$ cat config.mk
export PLATFORM = sky130hd
export DESIGN_NAME = isbn_queue
export DESIGN_NICKNAME = d
export VERILOG_FILES = /design/src/hdl/isbn_queue.sv
export SDC_FILE = /design/constraint.sdc
export NUM_CORES = 1
export LEC_CHECK = 0
export BUFFER_PORTS_ARGS = -buffer_cell sky130_fd_sc_hd__buf_2
export CAP_MARGIN = 20
export CORE_MARGIN = 3
export CORE_UTILIZATION = 55
export DETAILED_ROUTE_END_ITERATION = 10
export PLACE_DENSITY = 0.77
export SYNTH_ARGS = -nofsm -noshare
export SYNTH_HDL_FRONTEND = slang
export SYNTH_SLANG_ARGS = --single-unit
$ cat constraint.sdc
create_clock -name clk -period 1.8 [get_ports clk]
set_input_delay 0.18 -clock clk [delete_from_list [all_inputs] [get_ports clk]]
set_output_delay 0.18 -clock clk [all_outputs]
set_load 0.01 [all_outputs]
$ cat src/hdl/isbn_queue.sv
// short command queue between front and back end
module isbn_queue #(
    parameter int CW = 8
) (
    input  logic          clk,
    input  logic          rst_n,
    input  logic          push,
    input  logic [CW-1:0] push_data,
    output logic          full,
    input  logic          pop,
    output logic [CW-1:0] pop_data,
    output logic          empty
);

    localparam int DEPTH = 4;

    logic [CW-1:0] mem_reg [DEPTH];
    logic [1:0]    wptr_reg, rptr_reg;
    logic [2:0]    count_reg;

    assign full     = (count_reg == 3'(DEPTH));
    assign empty    = (count_reg == 3'd0);
    assign pop_data = mem_reg[rptr_reg];

    always_ff @(posedge clk or negedge rst_n)
    begin
        if (!rst_n)
        begin
            wptr_reg  <= 2'd0;
            rptr_reg  <= 2'd0;
            count_reg <= 3'd0;
        end
        else
        begin
            if (push) wptr_reg <= wptr_reg + 2'd1;
            if (pop)  rptr_reg <= rptr_reg + 2'd1;
            if (push && !pop)      count_reg <= count_reg + 3'd1;
            else if (pop && !push) count_reg <= count_reg - 3'd1;
        end
    end

    always_ff @(posedge clk)
    begin
        if (push) mem_reg[wptr_reg] <= push_data;
    end

endmodule

# Word-level counts from Yosys, hierarchy flattened
# Memory sizes are Yosys's and may differ from the RTL's.
# Index checks and enable logic that the tools add are counted.
[totals]
regBits = 7
latchBits = 0
mem_bits_rw = 32
rom_bits = 0
input_bits = 12
output_inout_bits = 10
wordCells = 19
memories = 1
[op_classes]
addsub = 4
multipliers = 0
n_div = 0
n_lt_le_gt_ge = 0
n_eq_ne = 1
shift = 0
muxes = 4
n_bitwise = 0
n_reduce_logical = 6
[mem_list]
columns = ["name", "words", "width", "read_ports", "rd_clocked_by_memory_dff", "wr", "line", "text"]
rows = [
  ["mem_reg", 4, 8, 1, 0, 1, "17", "logic [CW-1:0] mem_reg [DEPTH];"],
]
[op_table]
columns = ["operator", "n"]
rows = [
  ["two-way mux 3 bit", 2],
  ["adder 2 x 1 -> 2 bit, second input constant", 2],
  ["adder 3 x 1 -> 3 bit, second input constant", 1],
  ["== test 3 bit, second input constant", 1],
  ["zero test 3 bit", 1],
  ["subtractor 3 x 1 -> 3 bit, second input constant", 1],
  ["logical AND 1 bit", 2],
  ["zero test 1 bit", 2],
  ["two-way mux 1 bit", 2],
  ["nonzero test 2 bit", 1],
]

# Logic depth before layout (Yosys ltp)
[depth]
word_depth = 4
depth_mapped = 7
ltp_nobuf = 7

# Worst setup path after synthesis
# No wires, ideal clock.
[synth_timing]
path_type = "reg-to-reg"
startpoint = "reg count_reg[0]"
endpoint = "reg count_reg[2]"
t_arrival_ns = 1.237
required_ns = 1.721
setup_slack_ns = 0.484
path_stages_with_launch = 5
n_path_buf = 0
path_cell_list = "dfrtp_1 fa_1 xor2_1 nor2_1 xor2_1"
[synth_between]
elab_chain_cells = 3
elab_cells_between_ends = 4
cone_classes = "add/sub (2); mux (2)"
[synth_rtl]
columns = ["item", "line", "text"]
rows = [
  ["from (decl)", "19", "logic [2:0] count_reg;"],
  ["from (signal assigned)", "37", "if (push && !pop) count_reg <= count_reg + 3'd1;"],
  ["from (signal assigned)", "38", "else if (pop && !push) count_reg <= count_reg - 3'd1;"],
  ["subtractor 3 x 1 -> 3 bit", "38", ""],
  ["two-way mux 3 bit", "38", ""],
  ["two-way mux 3 bit (*)", "37", ""],
]
# Mark *: on every way between the ends. The rest lies on a longest branch, timed or not. The select of a mux whose other input is x is not followed.
# A chain may end at the register's enable or synchronous reset.

# Worst setup path in the final report
[layout_timing]
startpoint = "reg rptr_reg[0]"
endpoint = "out pop_data[0]"
[layout_between]
elab_chain_cells = 1
[layout_rtl]
columns = ["item", "line", "text"]
rows = [
  ["from (decl)", "18", "logic [1:0] wptr_reg, rptr_reg;"],
  ["from (signal assigned)", "36", "if (pop) rptr_reg <= rptr_reg + 2'd1;"],
  ["memory read (4 x 8 bit)", "--", ""],
  ["to (decl)", "11", "output logic [CW-1:0] pop_data,"],
]
# No other way between the ends.

==> impl_metrics.env <==
export IMPL_grtUsageMet1=0.197
export IMPL_syn_area_um2=1550
export IMPL_setup_viol=0
export IMPL_path_clk_slew_ns=0.10
export IMPL_vias=725
export IMPL_gr_usage_met2=0.232
export IMPL_synthDistinctLibCells=17
export IMPL_fill_cells=181
export IMPL_synth_area_per_cell_um2=20.4
export IMPL_cts_sinks=39
export IMPL_wirelength_mm=2.19
export IMPL_setup_worst_path_class="register to output pin"
export IMPL_max_vdd_ir_drop_v=0.00104
export IMPL_fin_crit_ns=1.69
export IMPL_slew_headroom=0.711
export IMPL_clock_latency_ns=0.34
export IMPL_vias_per_cell=5.29
export IMPL_ctsLongestPathBuffers=2
export IMPL_route_detailed_drc=0
export IMPL_required_ns=1.62
export IMPL_die_w_um=59.0
export IMPL_final_nets=124
export IMPL_num_io_pins=22
export IMPL_antenna_cells=0
export IMPL_die_h_um=59.0
export IMPL_ant_nets=0
export IMPL_use_met3=0.0675
export IMPL_rows=18
export IMPL_utilization=0.686
export IMPL_crit_arrival_ns=1.51
export IMPL_antenna_found_initial=0
export IMPL_cts_htree_levels=2
export IMPL_rsz0062_at_grt="no"
export IMPL_synthCells=76
export IMPL_worstMarginPinSlew_ns=0.434
export IMPL_ys_seq_elements=39
export IMPL_grt_busiest_layer="met2"
export IMPL_coreArea_um2=2570
export IMPL_dp_hpwl_mm=1.59
export IMPL_tns_ns=0
export IMPL_grt_max_degree=13
export IMPL_portBuffers=21
export IMPL_whs_ns=0.0533
export IMPL_grt_pass1_vias=738
export IMPL_dieArea_um2=3490
export IMPL_grt_overflow_total=0
export IMPL_cp_max_fo=4
export IMPL_root_buffer="clkbuf_4"
export IMPL_crit_path_start_kind="register"
export IMPL_largest_reg_flops=32
export IMPL_powerDensity_nw_per_um2=1470
export IMPL_clock_fmax_mhz=591
export IMPL_synth_fp_nets=94
export IMPL_hold_violations=0
export IMPL_area_growth_pct=13.7
export IMPL_gp_congestion=0.676
export IMPL_first_pass_iters=4
export IMPL_status="complete, no violations"
export IMPL_fin_ws_ns=0.109
export IMPL_finalCritPeriodShare=0.940
export IMPL_start_util=0.603
export IMPL_grt_usage=0.150
export IMPL_grt_pass1_wl_mm=3.58
export IMPL_ys_warnings_count=0
export IMPL_place_ws_ns=0.314
export IMPL_drtIter0Drc=20
export IMPL_maxCapViolations=0
export IMPL_wl_per_cell_um=16.0
export IMPL_maxSlewViolCount=0
export IMPL_worstSetupEndpointType="output pin"
export IMPL_drive_above_1_share=0.374
export IMPL_p_leak_nw=0.670
export IMPL_finClkSkew_ns=0.00778
export IMPL_ys_seq_area_frac=0.734
export IMPL_cts_resized=0
export IMPL_hp_class="primary input to register"
export IMPL_cts_tree="done"
export IMPL_numCtsBuffers=5
==> worst paths after layout <==
kind	from	to	slack, ns	cells after the start
min in group asynchronous	rst_n	rptr_reg[0]$_DFFE_PN0P_	0.20	2
min reg2reg	count_reg[2]$_DFFE_PN0P_	count_reg[2]$_DFFE_PN0P_	0.50	1
max reg2reg	count_reg[0]$_DFFE_PN0P_	count_reg[2]$_DFFE_PN0P_	0.39	4
max in group asynchronous	rst_n	count_reg[2]$_DFFE_PN0P_	1.45	2
min	pop	rptr_reg[0]$_DFFE_PN0P_	0.05	2
max	rptr_reg[0]$_DFFE_PN0P_	pop_data[0]	0.11	3
==> power breakdown <==
| part | switching (mW) | internal, mW | total, mW | leakage [nW] |
|---|---|---|---|---|
| Clock | 0.266 | 0.151 | 0.417 | 0.0282 |
| Combinational | 0.380 | 0.441 | 0.821 | 0.265 |
| Sequential | 0.144 | 1.21 | 1.35 | 0.376 |
==> synth_stat cells (all sizes together) <==
master / n / area, µm²
edfxtp: 32 / 961
mux4: 8 / 180
dfrtp: 7 / 175
ha: 5 / 62.6
and2: 4 / 25.0
inv: 4 / 15.0
xor2: 4 / 35.0
buf: 2 / 16.3
nand2: 2 / 7.51
xnor2: 2 / 17.5
fa: 1 / 20.0
mux2: 1 / 11.3
nor2: 1 / 3.75
nor3: 1 / 5.00
nor3b: 1 / 7.51
o21ai: 1 / 5.00
==> cell usage in the layout (no fill, tap or decap) <==
cell	count
mux4_2	8
inv_1	4
ha_1	5
clkbuf_4	5
nor2_1	1
xnor2_1	2
nor3b_1	1
clkinvlp_4	1
clkinv_2	1
o21ai_0	1
mux2_2	1
clkbuf_1	1
and2_1	4
nor3_1	1
buf_2	21
nand2_1	2
buf_4	3
edfxtp_1	32
fa_1	1
xor2_1	4
dlygate4sd3_1	1
dfrtp_1	7
==> cell families (layout without fill, tap and decap cells) <==
| group | Yosys count | after routing | share of synthesized area |
|---|---|---|---|
| compound gates | 1 | 1 | 0.00323 |
| xor+xnor | 6 | 6 | 0.0340 |
| fa+ha+maj | 6 | 6 | 0.0534 |
| buf+inv | 6 | 37 | 0.0202 |
| flops | 39 | 39 | 0.734 |
| mux | 9 | 9 | 0.124 |
| simple gates | 9 | 9 | 0.0315 |
==> critical path: stages (launching register included) <==
cell and delay, ns:
dfrtp_1 0.38, buf_4 0.16, mux4_2 0.49, buf_2 0.15
==> stage by stage <==
step	power, mW	cells	instance area, µm²
2_1_floorplan	1.92	76	1550
4_1_cts	2.64	137	1760
6_report	2.59	137	1760
3_5_place_dp	2.20	127	1690
5_1_grt	2.77	137	1760
3_3_place_gp	2.16	127	1690
==> metal layers <==
layer	vias to the layer above	routed length, µm	part of all wire
li1	346	-	-
met1	357	942	0.43
met3	5	121	0.055
met4	0	26	0.012
met5	-	0	0
met2	17	1100	0.50
==> timing repair <==
| action | 4_1_cts | 5_1_grt |
|---|---|---|
| endpoints found under the setup margin | 5 | 0 |
| setup buffers | 1 | 0 |
| hold buffers | 1 | 0 |
| endpoints found under the hold margin | 7 | 0 |
==> cell type report <==
class	count	area (µm²)	area share
clock buffers	6	41.3	0.0235
clock inverters	2	12.5	0.00711
flip-flops and latches	39	1140	0.645
inverters	4	15.0	0.00853
multi-input cells	31	380	0.216
repair buffers	25	138	0.0782
well taps	30	37.5	0.0213
Power figures use the tool's default switching activity.
