## src/hdl/isbn_pkg.sv

```systemverilog
// shared types, constants and helpers of the image scaler
package isbn_pkg;

    typedef enum logic [2:0] {
        CFG_SOURCE_WIDTH  = 3'd0,
        CFG_SOURCE_HEIGHT = 3'd1,
        CFG_TARGET_WIDTH  = 3'd2,
        CFG_TARGET_HEIGHT = 3'd3,
        CFG_STEP_X        = 3'd4,
        CFG_STEP_Y        = 3'd5,
        CFG_PIXEL_FORMAT  = 3'd6
    } cfg_idx_t;

    typedef enum logic [1:0] {
        OP_WRITE   = 2'd0,
        OP_DIRECT  = 2'd1,
        OP_BLEND   = 2'd2,
        OP_NEAREST = 2'd3
    } op_t;

    typedef enum logic [1:0] {
        F_IDLE = 2'd0,
        F_MUL  = 2'd1,
        F_PUSH = 2'd2
    } fst_t;

    typedef enum logic [1:0] {
        B_IDLE = 2'd0,
        B_RUN  = 2'd1,
        B_WAIT = 2'd2,
        B_OUT  = 2'd3
    } bst_t;

    typedef struct packed {
        logic [8:0]  source_width;
        logic [8:0]  source_height;
        logic [12:0] target_width;
        logic [12:0] target_height;
        logic [24:0] step_x;
        logic [24:0] step_y;
        logic        pixel_format;
    } cfg_t;

    localparam logic        KIND_STORE  = 1'b0;
    localparam logic        FMT_ARGB1555 = 1'b1;
    localparam logic [31:0] AG_MASK     = 32'hFF00FF00;
    localparam logic [31:0] RB_MASK     = 32'h00FF00FF;
    localparam logic [9:0]  WEIGHT_ONE  = 10'd256;
    localparam logic [37:0] HALF_PIXEL  = 38'd32768;

    function automatic logic [31:0] expand1555(input logic [15:0] c);
        logic [31:0] r;
        r = c[15] ? 32'hff000000 : 32'h0;
        r = r | ({17'b0, c[14:10], 10'b0} << 9)
              | ({22'b0, c[9:5], 5'b0} << 6)
              | ({27'b0, c[4:0]} << 3);
        return r;
    endfunction

endpackage

```

## src/hdl/isbn_front.sv

```systemverilog
// front end: accepts items, works out source addresses and weights, queues commands
module isbn_front #(
    parameter int MAX_SRC_WIDTH  = 256,
    parameter int MAX_SRC_HEIGHT = 256,
    parameter int MAX_DST_DIM    = 4096,
    parameter int XW             = 8,
    parameter int YW             = 8,
    parameter int CW             = 2 + 4 * 16 + 48
) (
    input  logic                 clk,
    input  logic                 rst_n,
    input  isbn_pkg::cfg_t       cfg,
    input  logic                 in_valid,
    output logic                 in_stall,
    input  logic                 kind,
    input  logic [11:0]          coord_x,
    input  logic [11:0]          coord_y,
    input  logic [31:0]          pixel_value,
    output logic                 push,
    output logic [CW-1:0]        push_data,
    input  logic                 full
);

    localparam int AW = XW + YW;

    typedef struct packed {
        isbn_pkg::op_t op;
        logic [AW-1:0] a0;
        logic [AW-1:0] a1;
        logic [AW-1:0] a2;
        logic [AW-1:0] a3;
        logic [7:0]    u;
        logic [7:0]    v;
        logic [31:0]   data;
    } cmd_t;

    isbn_pkg::fst_t state_reg, state_next;

    logic        kind_reg;
    logic [11:0] cx_reg;
    logic [11:0] cy_reg;
    logic [31:0] pv_reg;
    logic [36:0] px_reg;
    logic [36:0] py_reg;

    logic [15:0] sw, sh, tw, th, sw_m1, sh_m1;
    logic [37:0] bxs, bys;
    logic [21:0] bx, by, swm, shm, x0w, x1w, y0w, y1w, nxw, nyw;
    logic [XW-1:0] x0, x1, cxi;
    logic [YW-1:0] y0, y1, cyi;
    logic        keep;
    cmd_t        cmd;

    always_comb
    begin
        sw = {7'b0, cfg.source_width};
        if (sw == 16'd0) sw = 16'd1;
        if (sw > 16'(MAX_SRC_WIDTH)) sw = 16'(MAX_SRC_WIDTH);
        sh = {7'b0, cfg.source_height};
        if (sh == 16'd0) sh = 16'd1;
        if (sh > 16'(MAX_SRC_HEIGHT)) sh = 16'(MAX_SRC_HEIGHT);
        tw = {3'b0, cfg.target_width};
        if (tw == 16'd0) tw = 16'd1;
        if (tw > 16'(MAX_DST_DIM)) tw = 16'(MAX_DST_DIM);
        th = {3'b0, cfg.target_height};
        if (th == 16'd0) th = 16'd1;
        if (th > 16'(MAX_DST_DIM)) th = 16'(MAX_DST_DIM);
        sw_m1 = sw - 16'd1;
        sh_m1 = sh - 16'd1;
        swm = {6'b0, sw_m1};
        shm = {6'b0, sh_m1};
    end

    // source position with half-pixel offset, biased by one pixel
    always_comb
    begin
        bxs = {1'b0, px_reg} + {14'b0, cfg.step_x[24:1]} + isbn_pkg::HALF_PIXEL;
        bys = {1'b0, py_reg} + {14'b0, cfg.step_y[24:1]} + isbn_pkg::HALF_PIXEL;
        bx  = bxs[37:16];
        by  = bys[37:16];
        x1w = (bx < swm) ? bx : swm;
        y1w = (by < shm) ? by : shm;
        x0w = (bx == 22'd0) ? 22'd0 : (((bx - 22'd1) < swm) ? (bx - 22'd1) : swm);
        y0w = (by == 22'd0) ? 22'd0 : (((by - 22'd1) < shm) ? (by - 22'd1) : shm);
        nxw = ({1'b0, px_reg[36:16]} < swm) ? {1'b0, px_reg[36:16]} : swm;
        nyw = ({1'b0, py_reg[36:16]} < shm) ? {1'b0, py_reg[36:16]} : shm;
        x0  = x0w[XW-1:0];
        x1  = x1w[XW-1:0];
        y0  = y0w[YW-1:0];
        y1  = y1w[YW-1:0];
        cxi = cx_reg[XW-1:0];
        cyi = cy_reg[YW-1:0];
    end

    always_comb
    begin
        cmd.op   = isbn_pkg::OP_WRITE;
        cmd.a0   = {cyi, cxi};
        cmd.a1   = {y0, x1};
        cmd.a2   = {y1, x0};
        cmd.a3   = {y1, x1};
        cmd.u    = bxs[15:8];
        cmd.v    = bys[15:8];
        cmd.data = pv_reg;
        keep     = 1'b0;
        if (kind_reg == isbn_pkg::KIND_STORE)
        begin
            keep = ({4'b0, cx_reg} < 16'(MAX_SRC_WIDTH))
                && ({4'b0, cy_reg} < 16'(MAX_SRC_HEIGHT));
        end
        else if (({4'b0, cx_reg} < tw) && ({4'b0, cy_reg} < th))
        begin
            keep = 1'b1;
            if (cfg.pixel_format == isbn_pkg::FMT_ARGB1555)
            begin
                cmd.op = isbn_pkg::OP_NEAREST;
                cmd.a0 = {nyw[YW-1:0], nxw[XW-1:0]};
            end
            else if (sw == tw && sh == th)
            begin
                cmd.op = isbn_pkg::OP_DIRECT;
            end
            else
            begin
                cmd.op = isbn_pkg::OP_BLEND;
                cmd.a0 = {y0, x0};
            end
        end
        push_data = CW'(cmd);
    end

    always_comb
    begin
        state_next = state_reg;
        unique case (state_reg)
            isbn_pkg::F_IDLE: if (in_valid) state_next = isbn_pkg::F_MUL;
            isbn_pkg::F_MUL:  state_next = isbn_pkg::F_PUSH;
            isbn_pkg::F_PUSH: if (!keep || !full) state_next = isbn_pkg::F_IDLE;
            default:          state_next = isbn_pkg::F_IDLE;
        endcase
    end

    always_comb
    begin
        in_stall = (state_reg != isbn_pkg::F_IDLE);
        push     = (state_reg == isbn_pkg::F_PUSH) && keep && !full;
    end

    always_ff @(posedge clk or negedge rst_n)
    begin
        if (!rst_n)
        begin
            state_reg <= isbn_pkg::F_IDLE;
        end
        else
        begin
            state_reg <= state_next;
        end
    end

    always_ff @(posedge clk)
    begin
        if (state_reg == isbn_pkg::F_IDLE && in_valid)
        begin
            kind_reg <= kind;
            cx_reg   <= coord_x;
            cy_reg   <= coord_y;
            pv_reg   <= pixel_value;
        end
        if (state_reg == isbn_pkg::F_MUL)
        begin
            px_reg <= {25'b0, cx_reg} * {12'b0, cfg.step_x};
            py_reg <= {25'b0, cy_reg} * {12'b0, cfg.step_y};
        end
    end

endmodule

```

## config.mk

```make
export PLATFORM = sky130hd
export DESIGN_NAME = isbn_front
export DESIGN_NICKNAME = d
export VERILOG_FILES = /design/src/hdl/isbn_pkg.sv /design/src/hdl/isbn_front.sv
export SDC_FILE = /design/constraint.sdc
export NUM_CORES = 2
export LEC_CHECK = 0
export BUFFER_PORTS_ARGS = -buffer_cell sky130_fd_sc_hd__buf_2
export CAP_MARGIN = 30
export CORE_MARGIN = 10
export CORE_UTILIZATION = 40
export DETAILED_ROUTE_END_ITERATION = 6
export GPL_TIMING_DRIVEN = 0
export HOLD_SLACK_MARGIN = 0.05
export PLACE_DENSITY = 0.69
export SLEW_MARGIN = 20
export SYNTH_ARGS = -nofsm -noshare
export SYNTH_HDL_FRONTEND = slang
export SYNTH_SLANG_ARGS = --single-unit
```

## constraint.sdc

```tcl
create_clock -name clk -period 7 [get_ports clk]
set_input_delay 0.35 -clock clk [delete_from_list [all_inputs] [get_ports clk]]
set_output_delay 0.35 -clock clk [all_outputs]
set_load 0.01 [all_outputs]
```

---- Yosys cells after proc, flatten, opt, wreduce, memory -nomap -nowiden ----
Index checks and enable logic that the tools add are counted.
Widths: inputs -> output; s select.
cells by class
  magnitude comparators ................... 14
  eq/ne operators ......................... 6
  multipliers ............................. 2
  reduce and logical (&&, ||, !) cells .... 18
  muxes and demuxes ....................... 26
  add/subtract/negate cells ............... 8
operator list
  kind                    number
  $lt 22x16->1            4
  $add 37x24->38          2
  $add 38x16->38 const B  2
  $mul 12x25->37          2
  $mux 16                 4
  $mux 8                  8
  $mux 18                 3
  $logic_not 22->1        2
  $sub 22x1->22 const B   2
  $lt 21x16->1            2
  $eq 16x16->1            2
  $gt 16x13->1 const B    2
  $gt 16x9->1 const B     2
  $lt 12x16->1            2
  $mux 9                  3
  $logic_not 13->1        2
  $mux 13                 2
  $lt 12x9->1 const B     2
  $logic_not 9->1         2
  $sub 16x1->16 const B   1
  $sub 9x1->10 const B    1
  $logic_and 1x1->1       6
  $mux 2                  3
  $pmux 2 s3              1
  9 further kinds         12
word-level totals
  word-level logic and storage cells ...... 81
  output and inout port bits .............. 116
  input bits .............................. 156
  bits in registers ....................... 133

---- Logic depth before layout (Yosys ltp) ----
  depth after elaboration ................. 12
  mapped depth ............................ 30
  mapped depth without buffers ............ 28

---- Worst setup path after synthesis ----
Ideal clock, no wire load.
  path kind ............................... input port to output port
  start ................................... input cfg[4] (netlist bit)
  end ..................................... output push_data[108]
  data required time ...................... 6.650 ns
  slack ................................... 0.595 ns
  arrival ................................. 6.055 ns
  path buffers ............................ 0
  stages .................................. 24
  cell sequence ........................... ha_1 > ha_1 > a41o_1 > a2111oi_4 > or4_1 > a21boi_1 > o41ai_1 > xor2_1 > ha_1 > nand4_1 > a2111oi_0 > o21ai_0 > xor2_1 > ha_1 > a211oi_1 > o41ai_1 > a31oi_1 > o21ai_0 > nor2_1 > or4b_2 > nand3_1 > o21ai_4 > mux2i_1 > o221ai_1
between the ends
  word-level cells in the longest chain between the ends .. 10
  elaborated cells between the ends (all ways) .. 11
  classes of those cells .................. add/sub (3); order compare (1); mux (6); reduce/logical (1)
RTL lines
  what                RTL line           text
  start: declaration  isbn_front.sv:12   input isbn_pkg::cfg_t cfg,
  $add 37x24->38 (*)  isbn_front.sv:78   bys = {1'b0, py_reg} + {14'b0, cfg.step_y[24:1]} + isbn_pkg::HALF_PIXEL;
  $add 38x16->38 (*)  isbn_front.sv:78
  $sub 22x1->22       isbn_front.sv:84   y0w = (by == 22'd0) ? 22'd0 : (((by - 22'd1) < shm) ? (by - 22'd1) : shm);
  $lt 22x16->1        isbn_front.sv:84
  $mux 8              isbn_front.sv:84
  $mux 8 (*)          isbn_front.sv:84
  $mux 16 (*)         isbn_front.sv:119  else if (sw == tw && sh == th)
  $mux 18 (*)         isbn_front.sv:114  if (cfg.pixel_format == isbn_pkg::FMT_ARGB1555)
  $mux 18 (*)         isbn_front.sv:111  else if (({4'b0, cx_reg} < tw) && ({4'b0, cy_reg} < th))
  $mux 18 (*)         isbn_front.sv:106  if (kind_reg == isbn_pkg::KIND_STORE)
  end: declaration    isbn_front.sv:20   output logic [CW-1:0] push_data,
Every way passes the cells marked *; elsewhere a longest branch is shown, timed or not.

---- Worst setup path in the final report ----
  start ................................... register py_reg[2]
  end ..................................... output push_data[108]
between the ends
  word-level cells in the longest chain between the ends .. 10
  elaborated cells between the ends (all ways) .. 11
  classes of those cells .................. add/sub (3); order compare (1); mux (6); reduce/logical (1)
RTL lines
  what                      RTL line           text
  start: declaration        isbn_front.sv:44   logic [36:0] py_reg;
  start signal: assignment  isbn_front.sv:173  py_reg <= {25'b0, cy_reg} * {12'b0, cfg.step_y};
  $add 37x24->38 (*)        isbn_front.sv:78
  $add 38x16->38 (*)        isbn_front.sv:78
  $sub 22x1->22             isbn_front.sv:84
  $lt 22x16->1              isbn_front.sv:84
  $mux 8                    isbn_front.sv:84
  $mux 8 (*)                isbn_front.sv:84
  $mux 16 (*)               isbn_front.sv:119
  $mux 18 (*)               isbn_front.sv:114
  $mux 18 (*)               isbn_front.sv:111
  $mux 18 (*)               isbn_front.sv:106
Marked as above.

==> impl_metrics.csv <==
group,metric,value,unit
outcome,status,"complete, but fails checks",
outcome,violations,"setup timing",
grt,grt_max_degree,26,
logic_synthesis,synthCells,3325,
logic_synthesis,ys_seq_area_share,13.2,%
critical_path,worstSetupStartpointType,"register",
placement,detailed_place_hpwl,82.3,mm
layout,fin_area,36000,um2
clock_tree,clkSinkCount,133,
critical_path,path_buf_inv,2,
logic_synthesis,ys.warnings.count,0,
clock_tree,cts_root_buffer,"clkbuf_16",
logic_synthesis,syn_area,30200,um2
timing,tightestPinTransition,1050,ps
detailed_routing,post_drt_wl_per_cell,21.2,um
floorplan,dieWidth,295,um
critical_path,worst-path-stages,27,
layout,syn_to_final_growth,19.0,%
critical_path,critical_path.startpoint,"py_reg[2]",
placement,place_congestion,0.970,
detailed_routing,drtAntennaViolNets,0,
logic_synthesis,ys_types,90,
floorplan,initial_core_util,40.5,%
timing,max_freq,0.138,GHz
timing,fin_crit,7230,ps
logic_synthesis,synth-edff-count,131,
grt,overflow,0,
worst_hold_path,hp-class,"in -> reg",
logic_synthesis,synth_area_per_cell,9.10,um2
detailed_routing,drcViolationCount,0,
detailed_routing,wl,101,mm
floorplan,design.core.area,74700,um2
clock_tree,cts_buffers,17,
placement,port_buffers,263,
placement,postPlaceCellArea,33100,um2
timing,final.period_utilization,103,%
grt,grt_pass1_wl,156,mm
layout,drive_gt1_share,16.5,%
critical_path,rrSetupSlack,160,ps
clock_tree,clockBufferDepth,2,
timing,setup_viol,16,
critical_path,crit_family,"compound AO/OA/AOI/OAI gates",
grt,grt.total_usage,23.3,%
critical_path,worst-r2r-cell-count,22,
critical_path,slowest_delay,490,ps
critical_path,required,6650,ps
clock_tree,h-tree-depth,4,
floorplan,die_h,295,um
clock_tree,clk_latency,520,ps
critical_path,crit_arrival,6880,ps
detailed_routing,drt_iter0_markers,2079,
clock_tree,clk_pin_slew,60,ps
critical_path,cp_common_cell,"a21o_1",
detailed_routing,drtPass1Iterations,5,
critical_path,critPathCaptureType,"output pin",
detailed_routing,num_vias,26009,
timing,slew_violations,0,
timing,rsz0062_at_grt,"true",
critical_path,r2r-end,"py_reg[34]",
floorplan,dieArea,87000,um2
critical_path,timing.rr.start,"cy_reg[5]",
critical_path,worstSetupPathType,"reg -> out",
layout,layout.nets,4752,
timing,skew,28.5,ps
logic_synthesis,async_flop_share,1.50,%
grt,antenna_found_initial,11,
floorplan,rows,100,
logic_synthesis,ys.flop_type,"edfxtp_1",
placement,dp_slack,-1280,ps
logic_synthesis,synth_seq_cells,133,
detailed_routing,viasPerCell,5.46,
timing,relSlewSlack,29.6,%
layout,postLayoutCoreUtil,48.2,%
critical_path,critPathSlowestCell,"or4b_4",
floorplan,io_pins,272,
critical_path,cp_max_fo,8,
clock_tree,cts_tree,"built",
timing,finalWorstSetupSlack,-226,ps
critical_path,endpoint,"push_data[108]",
grt,grt_pass1_vias,26827,
timing,hold_viol_final,0,
layout,n_fill_cell,6941,
flow_run,cap_viol_max_count,0,
[cells in the final DEF (no fill, tap or decap), drive strengths merged, types with 38 or more instances in the layout]
cell type,netlist,final
dlygate4sd3,0,56
a21oi,117,117
nor2,89,89
xor2,49,49
nand2,536,536
inv,493,499
a21o,63,63
clkbuf,140,146
mux2i,46,46
conb,1,42
fa,460,460
xnor2,100,100
buf,22,372
and2,188,188
ha,356,356
o21ai,82,82
edfxtp,131,131
nand2b,42,42
nor3,38,38
[worst min-delay path by stage]
stage	startpoint	endpoint	cells past startpoint
final	pixel_value[22]	pv_reg[22]	1
after global routing	pixel_value[22]	pv_reg[22]	1
after CTS	pixel_value[22]	pv_reg[22]	1
after detailed placement	rst_n	state_reg[0]	1
after global placement	rst_n	state_reg[0]	1
after floorplan	rst_n	state_reg[0]	0
[synth_stat cells (42+ instances only)]
library cell	number	area, um2
nand2b_1	42	263
edfxtp_1	131	3930
xnor2_1	100	876
clkbuf_1	140	526
inv_1	493	1850
o21ai_0	77	385
fa_1	460	9210
and2_1	188	1180
nor2_1	89	334
ha_1	356	4450
nand2_1	535	2010
mux2i_1	46	460
xor2_1	49	429
a21o_1	62	465
a21oi_1	116	581
[worst reg2reg max path, stage by stage (launching register included)]
cell	delay, ps
edfxtp_1	370
clkbuf_4	280
buf_4	270
nand2_1	120
fa_1	550
inv_1	70
fa_1	500
inv_1	50
fa_1	520
inv_1	50
fa_1	510
fa_1	460
ha_1	280
a2111oi_2	520
o21ai_0	230
a21oi_1	300
o21ai_2	150
a41oi_2	260
a311oi_2	180
a311o_1	420
a31o_2	240
a21oi_1	180
xnor2_1	80
[per-layer routing]
| metal | GRT usage (%) | wire [um] | vias up | part of all wire, % |
|---|---|---|---|---|
| li1 | - | - | 11709 | - |
| met1 | 29.5 | 40200 | 12871 | 40 |
| met2 | 37.8 | 46200 | 1199 | 46 |
| met3 | 6.63 | 10700 | 220 | 11 |
| met4 | 8.30 | 3780 | 10 | 3.7 |
| met5 | 0 | 61 | - | 0.060 |
[final cells by class]
class	count	area, um2	area share [%]
timing repair buffer	402	2650	7.37
clock inverter	14	169	0.469
clock buffer	18	429	1.19
multi-input combinational	2578	24900	69.2
antenna	5	12.5	0.0348
inverter	493	1850	5.14
buffer	155	771	2.14
tap	969	1210	3.37
sequential	133	3980	11.1
[stage by stage]
stage	setup TNS (ps)	hold slack (ps)	instances
6_report	-2190	119	4767
5_1_grt	-7080	90.0	4763
4_1_cts	-1610	71.3	4719
3_5_place_dp	-47130	142	4607
3_3_place_gp	-52770	138	4598
2_1_floorplan	0	54.4	3366
[timing repair]
action                     in CTS  in global routing
hold buffers                   56                  0
hold endpoints to repair       57                  0
cloned                          0                  1
setup buffers                  26                 47
setup endpoints to repair      72                 68
pin swaps                      30                 59
resized for setup             135                150
[logic make-up after synthesis]
logic type      after synthesis  share of synthesized area (%)
compound gates              451                           10.3
xor+xnor                    149                           4.31
fa+ha+maj                   816                           45.2
buf+inv                     655                           8.47
flops                       133                           13.2
mux                          52                           1.75
other cells                   1                         0.0124
simple gates               1068                           16.9
Power is not shown: default switching activity piles up to over one toggle a cycle in this logic, so the estimate is an artifact.
